`src/sv/ltcdec_pkg.sv`:
```
`timescale 1ns / 1ps

package ltcdec_pkg;

  typedef enum logic [1:0] {
    LAYOUT_NONE = 2'd0,
    LAYOUT_BBC  = 2'd1,
    LAYOUT_TVE  = 2'd2,
    LAYOUT_MTD  = 2'd3
  } layout_e;

  localparam logic [1:0] DATE_AUTO = 2'd0;

  localparam logic [7:0]  YEAR_PIVOT   = 8'd67;
  localparam logic [11:0] CENTURY_20XX = 12'd2000;
  localparam logic [11:0] CENTURY_19XX = 12'd1900;
  localparam logic [5:0]  FRAMES_24    = 6'd24;
  localparam logic [7:0]  DAY_MAX      = 8'd31;
  localparam logic [7:0]  MONTH_MAX    = 8'd12;
  localparam logic [3:0]  BBC_MONTH_HI = 4'h4;
  localparam logic [3:0]  BBC_DAY_MASK = 4'h3;
  localparam logic [1:0]  TZ_INVALID   = 2'd3;

  typedef struct packed {
    logic [7:0] yy;
    logic [7:0] mo;
    logic [7:0] dd;
    logic [1:0] tz;
    logic       ok;
  } date_t;

  function automatic logic [7:0] digit_pair(input logic [3:0] lo, input logic [3:0] hi);
    return 8'(lo) + (8'(hi) << 3) + (8'(hi) << 1);
  endfunction

  function automatic logic [3:0] user_nib(input logic [63:0] w, input int unsigned grp);
    return w[4 + 8 * grp +: 4];
  endfunction

  function automatic date_t decode_layout(input logic [63:0] w, input layout_e layout);
    date_t      d;
    logic [3:0] u1, u2, u3, u4, u5, u6, u7, u8;
    u1 = user_nib(w, 0);
    u2 = user_nib(w, 1);
    u3 = user_nib(w, 2);
    u4 = user_nib(w, 3);
    u5 = user_nib(w, 4);
    u6 = user_nib(w, 5);
    u7 = user_nib(w, 6);
    u8 = user_nib(w, 7);
    d.tz = 2'd0;
    unique case (layout)
      LAYOUT_BBC: begin
        d.yy = digit_pair(u6, u8);
        d.mo = 8'(u3) + (((u4 & BBC_MONTH_HI) != 4'd0) ? 8'd10 : 8'd0);
        d.dd = digit_pair(u2, u4 & BBC_DAY_MASK);
      end
      LAYOUT_TVE: begin
        d.yy = digit_pair(u6, u7);
        d.mo = digit_pair(u4, u5);
        d.dd = digit_pair(u2, u3);
      end
      default: begin
        d.yy = digit_pair(u2, u1);
        d.mo = digit_pair(u4, u3);
        d.dd = digit_pair(u6, u5);
        d.tz = (u7[1:0] == TZ_INVALID) ? 2'd0 : u7[1:0];
      end
    endcase
    d.ok = (d.dd != 8'd0) && (d.dd <= DAY_MAX) && (d.mo != 8'd0) && (d.mo <= MONTH_MAX);
    return d;
  endfunction

endpackage

```
`src/sv/ltcdec_frame_if.sv`:
```
`timescale 1ns / 1ps

interface ltcdec_frame_if;
  logic        valid;
  logic        ready;
  logic [63:0] frame_word;

  modport source (output valid, output frame_word, input ready);
  modport sink (input valid, input frame_word, output ready);
endinterface

```
`src/sv/ltcdec_result_if.sv`:
```
`timescale 1ns / 1ps

interface ltcdec_result_if;
  logic        valid;
  logic        ready;
  logic [5:0]  hours;
  logic [6:0]  minutes;
  logic [6:0]  seconds;
  logic [5:0]  frames;
  logic        drop_frame;
  logic [5:0]  frame_rate;
  logic [1:0]  user_mode;
  logic [1:0]  date_format;
  logic [11:0] year;
  logic [7:0]  month;
  logic [7:0]  day;
  logic [1:0]  tz_hours;

  modport source (
    output valid, hours, minutes, seconds, frames, drop_frame, frame_rate,
    output user_mode, date_format, year, month, day, tz_hours,
    input ready
  );
  modport sink (
    input valid, hours, minutes, seconds, frames, drop_frame, frame_rate,
    input user_mode, date_format, year, month, day, tz_hours,
    output ready
  );
endinterface

```
`src/sv/ltc_frame_timecode_date_decoder_top.sv`:
```
// A frame request is captured in the input register, then in the result register that drives result valid.
// Throughput: one frame request per cycle while the result register is empty or being taken;
// input register then result register, both advancing together at such times.
// Reset (async, active low): pipeline empty, frame tracking cleared, date mode automatic.
`timescale 1ns / 1ps

module ltc_frame_timecode_date_decoder_top
  import ltcdec_pkg::*;
(
  input  logic                   clk_i,
  input  logic                   rst_ni,
  input  logic                   date_mode_we_i,
  input  logic [1:0]             date_mode_i,
  ltcdec_frame_if.sink           in_if,
  ltcdec_result_if.source        out_if
);

  logic [1:0]  date_mode_q;
  logic        in_valid_q;
  logic [63:0] word_q;
  logic        out_valid_q;
  logic [5:0]  last_frame_q, last_frame_d;
  logic [5:0]  highest_q, highest_d;

  logic [5:0]  hours_q, frames_q, rate_q;
  logic [6:0]  minutes_q, seconds_q;
  logic        drop_q;
  logic [1:0]  user_mode_q, fmt_q, tz_q;
  logic [11:0] year_q;
  logic [7:0]  month_q, day_q;

  logic        advance;
  logic [5:0]  frame_num, hours_c;
  logic [6:0]  minutes_c, seconds_c;
  logic [1:0]  mode_c;
  layout_e     fmt_c;
  date_t       bbc, tve, mtd, sel;
  logic [11:0] year_c;

  assign advance     = !out_valid_q || out_if.ready;
  assign in_if.ready = !in_valid_q || advance;

  assign hours_c   = 6'(word_q[51:48]) + 6'(word_q[57:56]) * 6'd10;
  assign minutes_c = 7'(word_q[35:32]) + 7'(word_q[42:40]) * 7'd10;
  assign seconds_c = 7'(word_q[19:16]) + 7'(word_q[26:24]) * 7'd10;
  assign frame_num = 6'(word_q[3:0]) + 6'(word_q[9:8]) * 6'd10;

  assign bbc = decode_layout(word_q, LAYOUT_BBC);
  assign tve = decode_layout(word_q, LAYOUT_TVE);
  assign mtd = decode_layout(word_q, LAYOUT_MTD);

  always_comb begin
    if (highest_q == FRAMES_24) begin
      mode_c = {word_q[43], word_q[27]};
    end else begin
      mode_c = {word_q[59], word_q[43]};
    end

    if (date_mode_q == DATE_AUTO) begin
      if (bbc.ok) begin
        fmt_c = LAYOUT_BBC;
      end else if (tve.ok) begin
        fmt_c = LAYOUT_TVE;
      end else begin
        fmt_c = LAYOUT_MTD;
      end
    end else begin
      fmt_c = layout_e'(date_mode_q);
    end

    unique case (fmt_c)
      LAYOUT_BBC: sel = bbc;
      LAYOUT_TVE: sel = tve;
      default:    sel = mtd;
    endcase

    year_c = (sel.yy < YEAR_PIVOT) ? CENTURY_20XX + 12'(sel.yy)
                                   : CENTURY_19XX + 12'(sel.yy);

    highest_d = highest_q;
    if (frame_num == 6'd0 && last_frame_q != 6'd0) begin
      highest_d = last_frame_q;
    end
    last_frame_d = frame_num;
  end

  always_ff @(posedge clk_i or negedge rst_ni) begin
    if (!rst_ni) begin
      date_mode_q  <= DATE_AUTO;
      in_valid_q   <= 1'b0;
      out_valid_q  <= 1'b0;
      last_frame_q <= 6'd0;
      highest_q    <= 6'd0;
    end else begin
      if (date_mode_we_i) begin
        date_mode_q <= date_mode_i;
      end
      if (in_if.ready) begin
        in_valid_q <= in_if.valid;
      end
      if (advance) begin
        out_valid_q <= in_valid_q;
      end
      if (in_valid_q && advance) begin
        last_frame_q <= last_frame_d;
        highest_q    <= highest_d;
      end
    end
  end

  always_ff @(posedge clk_i) begin
    if (in_if.valid && in_if.ready) begin
      word_q <= in_if.frame_word;
    end
    if (in_valid_q && advance) begin
      hours_q     <= hours_c;
      minutes_q   <= minutes_c;
      seconds_q   <= seconds_c;
      frames_q    <= frame_num;
      drop_q      <= word_q[10];
      rate_q      <= highest_d + 6'd1;
      user_mode_q <= mode_c;
      if (!mode_c[0]) begin
        fmt_q   <= fmt_c;
        year_q  <= year_c;
        month_q <= sel.mo;
        day_q   <= sel.dd;
        tz_q    <= sel.tz;
      end else begin
        fmt_q   <= LAYOUT_NONE;
        year_q  <= 12'd0;
        month_q <= 8'd0;
        day_q   <= 8'd0;
        tz_q    <= 2'd0;
      end
    end
  end

  assign out_if.valid       = out_valid_q;
  assign out_if.hours       = hours_q;
  assign out_if.minutes     = minutes_q;
  assign out_if.seconds     = seconds_q;
  assign out_if.frames      = frames_q;
  assign out_if.drop_frame  = drop_q;
  assign out_if.frame_rate  = rate_q;
  assign out_if.user_mode   = user_mode_q;
  assign out_if.date_format = fmt_q;
  assign out_if.year        = year_q;
  assign out_if.month       = month_q;
  assign out_if.day         = day_q;
  assign out_if.tz_hours    = tz_q;

endmodule

```
`src/flat_wrapper.sv`:
```
// flat-port wrapper written by rule: the top's interface ports become plain ports
module ltc_frame_timecode_date_decoder_top_flat import ltcdec_pkg::*;
  (clk_i, rst_ni, date_mode_we_i, date_mode_i, in_if_valid, in_if_frame_word, in_if_ready, out_if_valid, out_if_hours, out_if_minutes, out_if_seconds, out_if_frames, out_if_drop_frame, out_if_frame_rate, out_if_user_mode, out_if_date_format, out_if_year, out_if_month, out_if_day, out_if_tz_hours, out_if_ready);
  ltcdec_frame_if in_if_i ();
  ltcdec_result_if out_if_i ();
  input  logic clk_i;
  input  logic rst_ni;
  input  logic date_mode_we_i;
  input  logic [1:0] date_mode_i;
  input wire logic [$bits(in_if_i.valid)-1:0] in_if_valid;
  input wire logic [$bits(in_if_i.frame_word)-1:0] in_if_frame_word;
  output wire logic [$bits(in_if_i.ready)-1:0] in_if_ready;
  output wire logic [$bits(out_if_i.valid)-1:0] out_if_valid;
  output wire logic [$bits(out_if_i.hours)-1:0] out_if_hours;
  output wire logic [$bits(out_if_i.minutes)-1:0] out_if_minutes;
  output wire logic [$bits(out_if_i.seconds)-1:0] out_if_seconds;
  output wire logic [$bits(out_if_i.frames)-1:0] out_if_frames;
  output wire logic [$bits(out_if_i.drop_frame)-1:0] out_if_drop_frame;
  output wire logic [$bits(out_if_i.frame_rate)-1:0] out_if_frame_rate;
  output wire logic [$bits(out_if_i.user_mode)-1:0] out_if_user_mode;
  output wire logic [$bits(out_if_i.date_format)-1:0] out_if_date_format;
  output wire logic [$bits(out_if_i.year)-1:0] out_if_year;
  output wire logic [$bits(out_if_i.month)-1:0] out_if_month;
  output wire logic [$bits(out_if_i.day)-1:0] out_if_day;
  output wire logic [$bits(out_if_i.tz_hours)-1:0] out_if_tz_hours;
  input wire logic [$bits(out_if_i.ready)-1:0] out_if_ready;
  assign in_if_i.valid = in_if_valid;
  assign in_if_i.frame_word = in_if_frame_word;
  assign in_if_ready = in_if_i.ready;
  assign out_if_valid = out_if_i.valid;
  assign out_if_hours = out_if_i.hours;
  assign out_if_minutes = out_if_i.minutes;
  assign out_if_seconds = out_if_i.seconds;
  assign out_if_frames = out_if_i.frames;
  assign out_if_drop_frame = out_if_i.drop_frame;
  assign out_if_frame_rate = out_if_i.frame_rate;
  assign out_if_user_mode = out_if_i.user_mode;
  assign out_if_date_format = out_if_i.date_format;
  assign out_if_year = out_if_i.year;
  assign out_if_month = out_if_i.month;
  assign out_if_day = out_if_i.day;
  assign out_if_tz_hours = out_if_i.tz_hours;
  assign out_if_i.ready = out_if_ready;
  ltc_frame_timecode_date_decoder_top u_core (.clk_i(clk_i), .rst_ni(rst_ni), .date_mode_we_i(date_mode_we_i), .date_mode_i(date_mode_i), .in_if(in_if_i), .out_if(out_if_i));
endmodule
```
`config.mk`:
```
export PLATFORM = sky130hd
export DESIGN_NAME = ltc_frame_timecode_date_decoder_top_flat
export DESIGN_NICKNAME = d
export VERILOG_FILES = /design/src/sv/ltcdec_pkg.sv /design/src/sv/ltcdec_frame_if.sv /design/src/sv/ltcdec_result_if.sv /design/src/sv/ltc_frame_timecode_date_decoder_top.sv /design/src/flat_wrapper.sv
export SDC_FILE = /design/constraint.sdc
export NUM_CORES = 1
export LEC_CHECK = 0
export ABC_AREA = 1
export BUFFER_PORTS_ARGS = -buffer_cell sky130_fd_sc_hd__buf_2
export CAP_MARGIN = 20
export CORE_MARGIN = 4
export CORE_UTILIZATION = 51
export DETAILED_ROUTE_END_ITERATION = 8
export PLACE_DENSITY = 0.77
export SLEW_MARGIN = 20
export SYNTH_ARGS = -nofsm -noshare
export SYNTH_HDL_FRONTEND = slang
export SYNTH_SLANG_ARGS = --single-unit
```
`constraint.sdc`:
```
create_clock -name clk_i -period 4.4 [get_ports clk_i]
set_clock_uncertainty 0.2 [all_clocks]
set_input_delay 0.88 -clock clk_i [delete_from_list [all_inputs] [get_ports clk_i]]
set_output_delay 0.88 -clock clk_i [all_outputs]
set_load 0.005 [all_outputs]
```
==> impl_results.md <==
* Multi-input logic area at 0.00362 mm^2
* Switching power total at 1.57 mW
* Slowest stage cell on the critical path: fa_1
* Final nets at 1145
* Number of flops mapped to enable cells by yosys at 129
* WS Path Type: reg -> reg
* Failing checks: setup timing
* Clock network fraction of total power at 28.4%
* Post-Syn Nets at 930
* Clock Latency Late Sink at 0.42 ns
* Leakage at 4.82 nW
* Cts hold-fix bufs at 0
* Fill cells at 1111
* Avg Inst Size Synth at 10.6 um^2
* Layout cells sized above 1 at 32.0%
* CP startpoint kind: flip-flop
* Pre-CTS WS at -0.435 ns
* Synth Area in Adders at 16.8%
* RSZ-0062 raised after global routing: true
* Vias in the first global route at 5891
* Starting DRT DRC Count at 333
* VDD IR max at 300 uV
* Slew margin rel. at 55.9%
* Sequential-to-total area share from yosys stat at 52.8%
* Synth Area in Compound Gates at 6.43%
* Ys Warns at 0
* Initial antenna violation count at 0
* Drt wl/cell at 15.0 um
* Setup ws final at -0.0581 ns
* I/O Buffers at 137
* Largest family of logic cells by synthesized area: adder cells
* CTS tree: yes
* Largest net degree at the start of global routing at 45
* Initial core utilization at 52.7%
* Crit end category: flip-flop
* Final Max Tran Viols at 0
* Hold Vio Cnt, Final at 0
* Critical Path RT at 4.37 ns
* Clock transition at path regs at 0.06 ns
* Row cnt at 45
* Hold Crit Class: in -> async
* FF-to-FF Start: u_core.word_q[36]
* Synth async-reset ratio at 11.0%
* Top FF cell, synth: edfxtp_1
* CTS Buf Count at 17
* Final global-route overflow total at 0
* Register Area at 0.00427 mm^2
* Post-Synth Simple-Gate Area at 15.1%
* H-tree depth at 4
* Detail Placement HPWL at 13000 um
* FF+latch count, synth at 145
* Critical path arrival at 4.43 ns
* Synth cell types at 41
* Ports at 140
* Setup violations, final at 5
* Die area at 0.0180 mm^2
* Vias per cell at 5.11
* Power per Cell Area at 471 mW/mm^2
* All-Layer GR Usage at 19.5%
* Synthesized instance count at 762
* Multiplexer share of the synthesized area at 0.139%
* Drc violations at 0
* Most frequent cells in the layout: nand2_1, buf_2, edfxtp_1
* Net Sw Frac at 32.2%
* CTS root buf: clkbuf_16
* CP max FO at 6
* Die width at 134 um
* Via count at 6139
* Comb pwr share at 33.5%
* Internal at 3.32 mW
* Drt pass-1 iters at 6
* Minimum clock period at 4.46 ns
* Number of diodes at 0
* Final WL at 18000 um
* Max Cap Viol at 0
* Final ANT Viol Nets at 0
* Critical Path Start: u_core.word_q[36]
* Tot Pwr at 4.89 mW
* Mapped Area at 0.00810 mm^2
* Commonest non-fill, non-tap cell in the layout: nand2_1
* Final period util at 101%
* Final Util at 67.6%
* First-pass GRT wire length at 27500 um
* CTS sink cnt at 145
* Most Frequent Cell on Critical Path: nand2_2
* Max Root-Sink Buffers at 2
* Status: finished, violations left
* Slowest stage delay, CP at 0.59 ns
* Flop pwr share at 38.1%
* GPL Wtd Cong at 0.919
* Worst-margin pin slew at 0.660 ns
* CP Buf/Inv Count at 5
* Die Span Y at 134 um
* Critical path's top delay family: adder cells
* Synth Area in XOR/XNOR at 3.15%
* Core Box Area at 0.0154 mm^2
* FMAX at 224 MHz
* Layout area overhead at 28.3%
[Yosys cell counts (2+ instances only)]
| cell | instances | share of area, % |
|---|---|---|
| nor3_1 | 3 | 0.19 |
| clkbuf_1 | 4 | 0.19 |
| o21ai_2 | 2 | 0.22 |
| nor3b_1 | 2 | 0.19 |
| ha_1 | 78 | 12 |
| edfxtp_1 | 129 | 48 |
| dfrtp_1 | 16 | 4.9 |
| nor2_1 | 39 | 1.8 |
| nand2_1 | 157 | 7.3 |
| xnor2_1 | 8 | 0.87 |
| nand3_1 | 61 | 3.8 |
| o22ai_1 | 4 | 0.31 |
| inv_1 | 107 | 5.0 |
| nand2_2 | 2 | 0.15 |
| fa_1 | 19 | 4.7 |
| xor2_1 | 18 | 1.9 |
| a221oi_1 | 2 | 0.22 |
| o21ai_0 | 29 | 1.8 |
| a21oi_1 | 30 | 1.9 |
| a31oi_1 | 12 | 0.93 |
| nand4_1 | 3 | 0.23 |
| nor2_4 | 2 | 0.28 |
| o21ai_4 | 2 | 0.40 |
| nor4_1 | 2 | 0.15 |
| inv_2 | 5 | 0.23 |
| or2_2 | 6 | 0.46 |
| nor2_2 | 2 | 0.15 |
| buf_2 | 5 | 0.31 |
[power by group through the flow]
stage	combinational, mW	clock (mW)	sequential, mW
floorplan	0.826	0	1.90
global placement	1.30	0	1.89
detailed placement	1.34	0	1.89
CTS	1.43	1.41	1.86
global route	1.82	1.48	1.88
finish	1.64	1.39	1.86
[metal layers]
metal | wire [um] | GRT usage (%) | up-vias
met2 | 8680 | 31.3 | 232
li1 | - | - | 3022
met1 | 7250 | 24.4 | 2839
met4 | 495 | 7.54 | 0
met5 | 0 | 0 | -
met3 | 1540 | 6.86 | 46
[final timing paths]
kind                                            endpoint  slack [ns]  cells after the start
worst min register to register  u_core.out_if.minutes[0]        0.22                      0
min in group clk_i              u_core.out_if.minutes[0]        0.22                      0
worst max register to register     u_core.out_if.year[3]       -0.06                     25
worst min-delay path                 u_core.highest_q[0]        0.16                      1
worst max-delay path               u_core.out_if.year[3]       -0.06                     25
max in group asynchronous          u_core.date_mode_q[1]        3.58                      1
[worst reg2reg max path: cells and delay by family, from the launching register on]
kind                       cells  cell delay, ns
adders and majority gates      4            1.70
and+or+nand+nor               12            1.03
buffers and inverters          5            0.47
AOI/OAI and AO/OA              4            0.42
DFF                            1            0.41
[flip-flops by register name (all words and copies together), names as in the netlist, 6 cells and up]
| signal | flops |
|---|---|
| u_core.out_if.hours | 6 |
| u_core.out_if.month | 8 |
| u_core.highest_q | 6 |
| u_core.out_if.seconds | 7 |
| u_core.last_frame_q | 6 |
| u_core.out_if.day | 8 |
| u_core.out_if.year | 12 |
| u_core.out_if.minutes | 7 |
| u_core.out_if.frame_rate | 6 |
| u_core.out_if.frames | 6 |
| u_core.word_q | 62 |
[area by class of cell]
cell class                      count  area share (%)
Sequential cell                   145            41.1
Multi-Input combinational cell    496            34.8
Timing Repair Buffer              205            11.9
Clock buffer                       19            4.17
Inverter                          112            4.12
Tap cell                          211            2.54
Clock inverter                     13            1.31
[metrics by stage]
| stage | setup TNS, ns | area (um^2) | hold WS [ns] | std cells |
|---|---|---|---|---|
| global route | -2.43 | 10400 | 0.182 | 1201 |
| detailed placement | -3.44 | 9380 | 0.205 | 1149 |
| floorplan | 0 | 8100 | 0.200 | 762 |
| global placement | -2.15 | 9380 | 0.202 | 1149 |
| finish | -0.0907 | 10400 | 0.158 | 1201 |
| CTS | 0 | 10100 | 0.162 | 1192 |
[logic make-up after synthesis]
| group | Yosys count |
|---|---|
| AO/OA/AOI/OAI | 88 |
| XOR/XNOR | 27 |
| adder cells (fa/ha/maj) | 97 |
| buffers and inverters | 121 |
| flip-flops | 145 |
| multiplexers | 1 |
| AND/OR/NAND/NOR | 283 |
[what timing repair did]
action | CTS | global route
gates cloned | 0 | 0
gates resized for setup | 23 | 63
setup endpoints to repair | 10 | 10
pin swaps | 16 | 33
setup buffers | 12 | 10
Note: power is estimated with default switching activity, not from simulation.
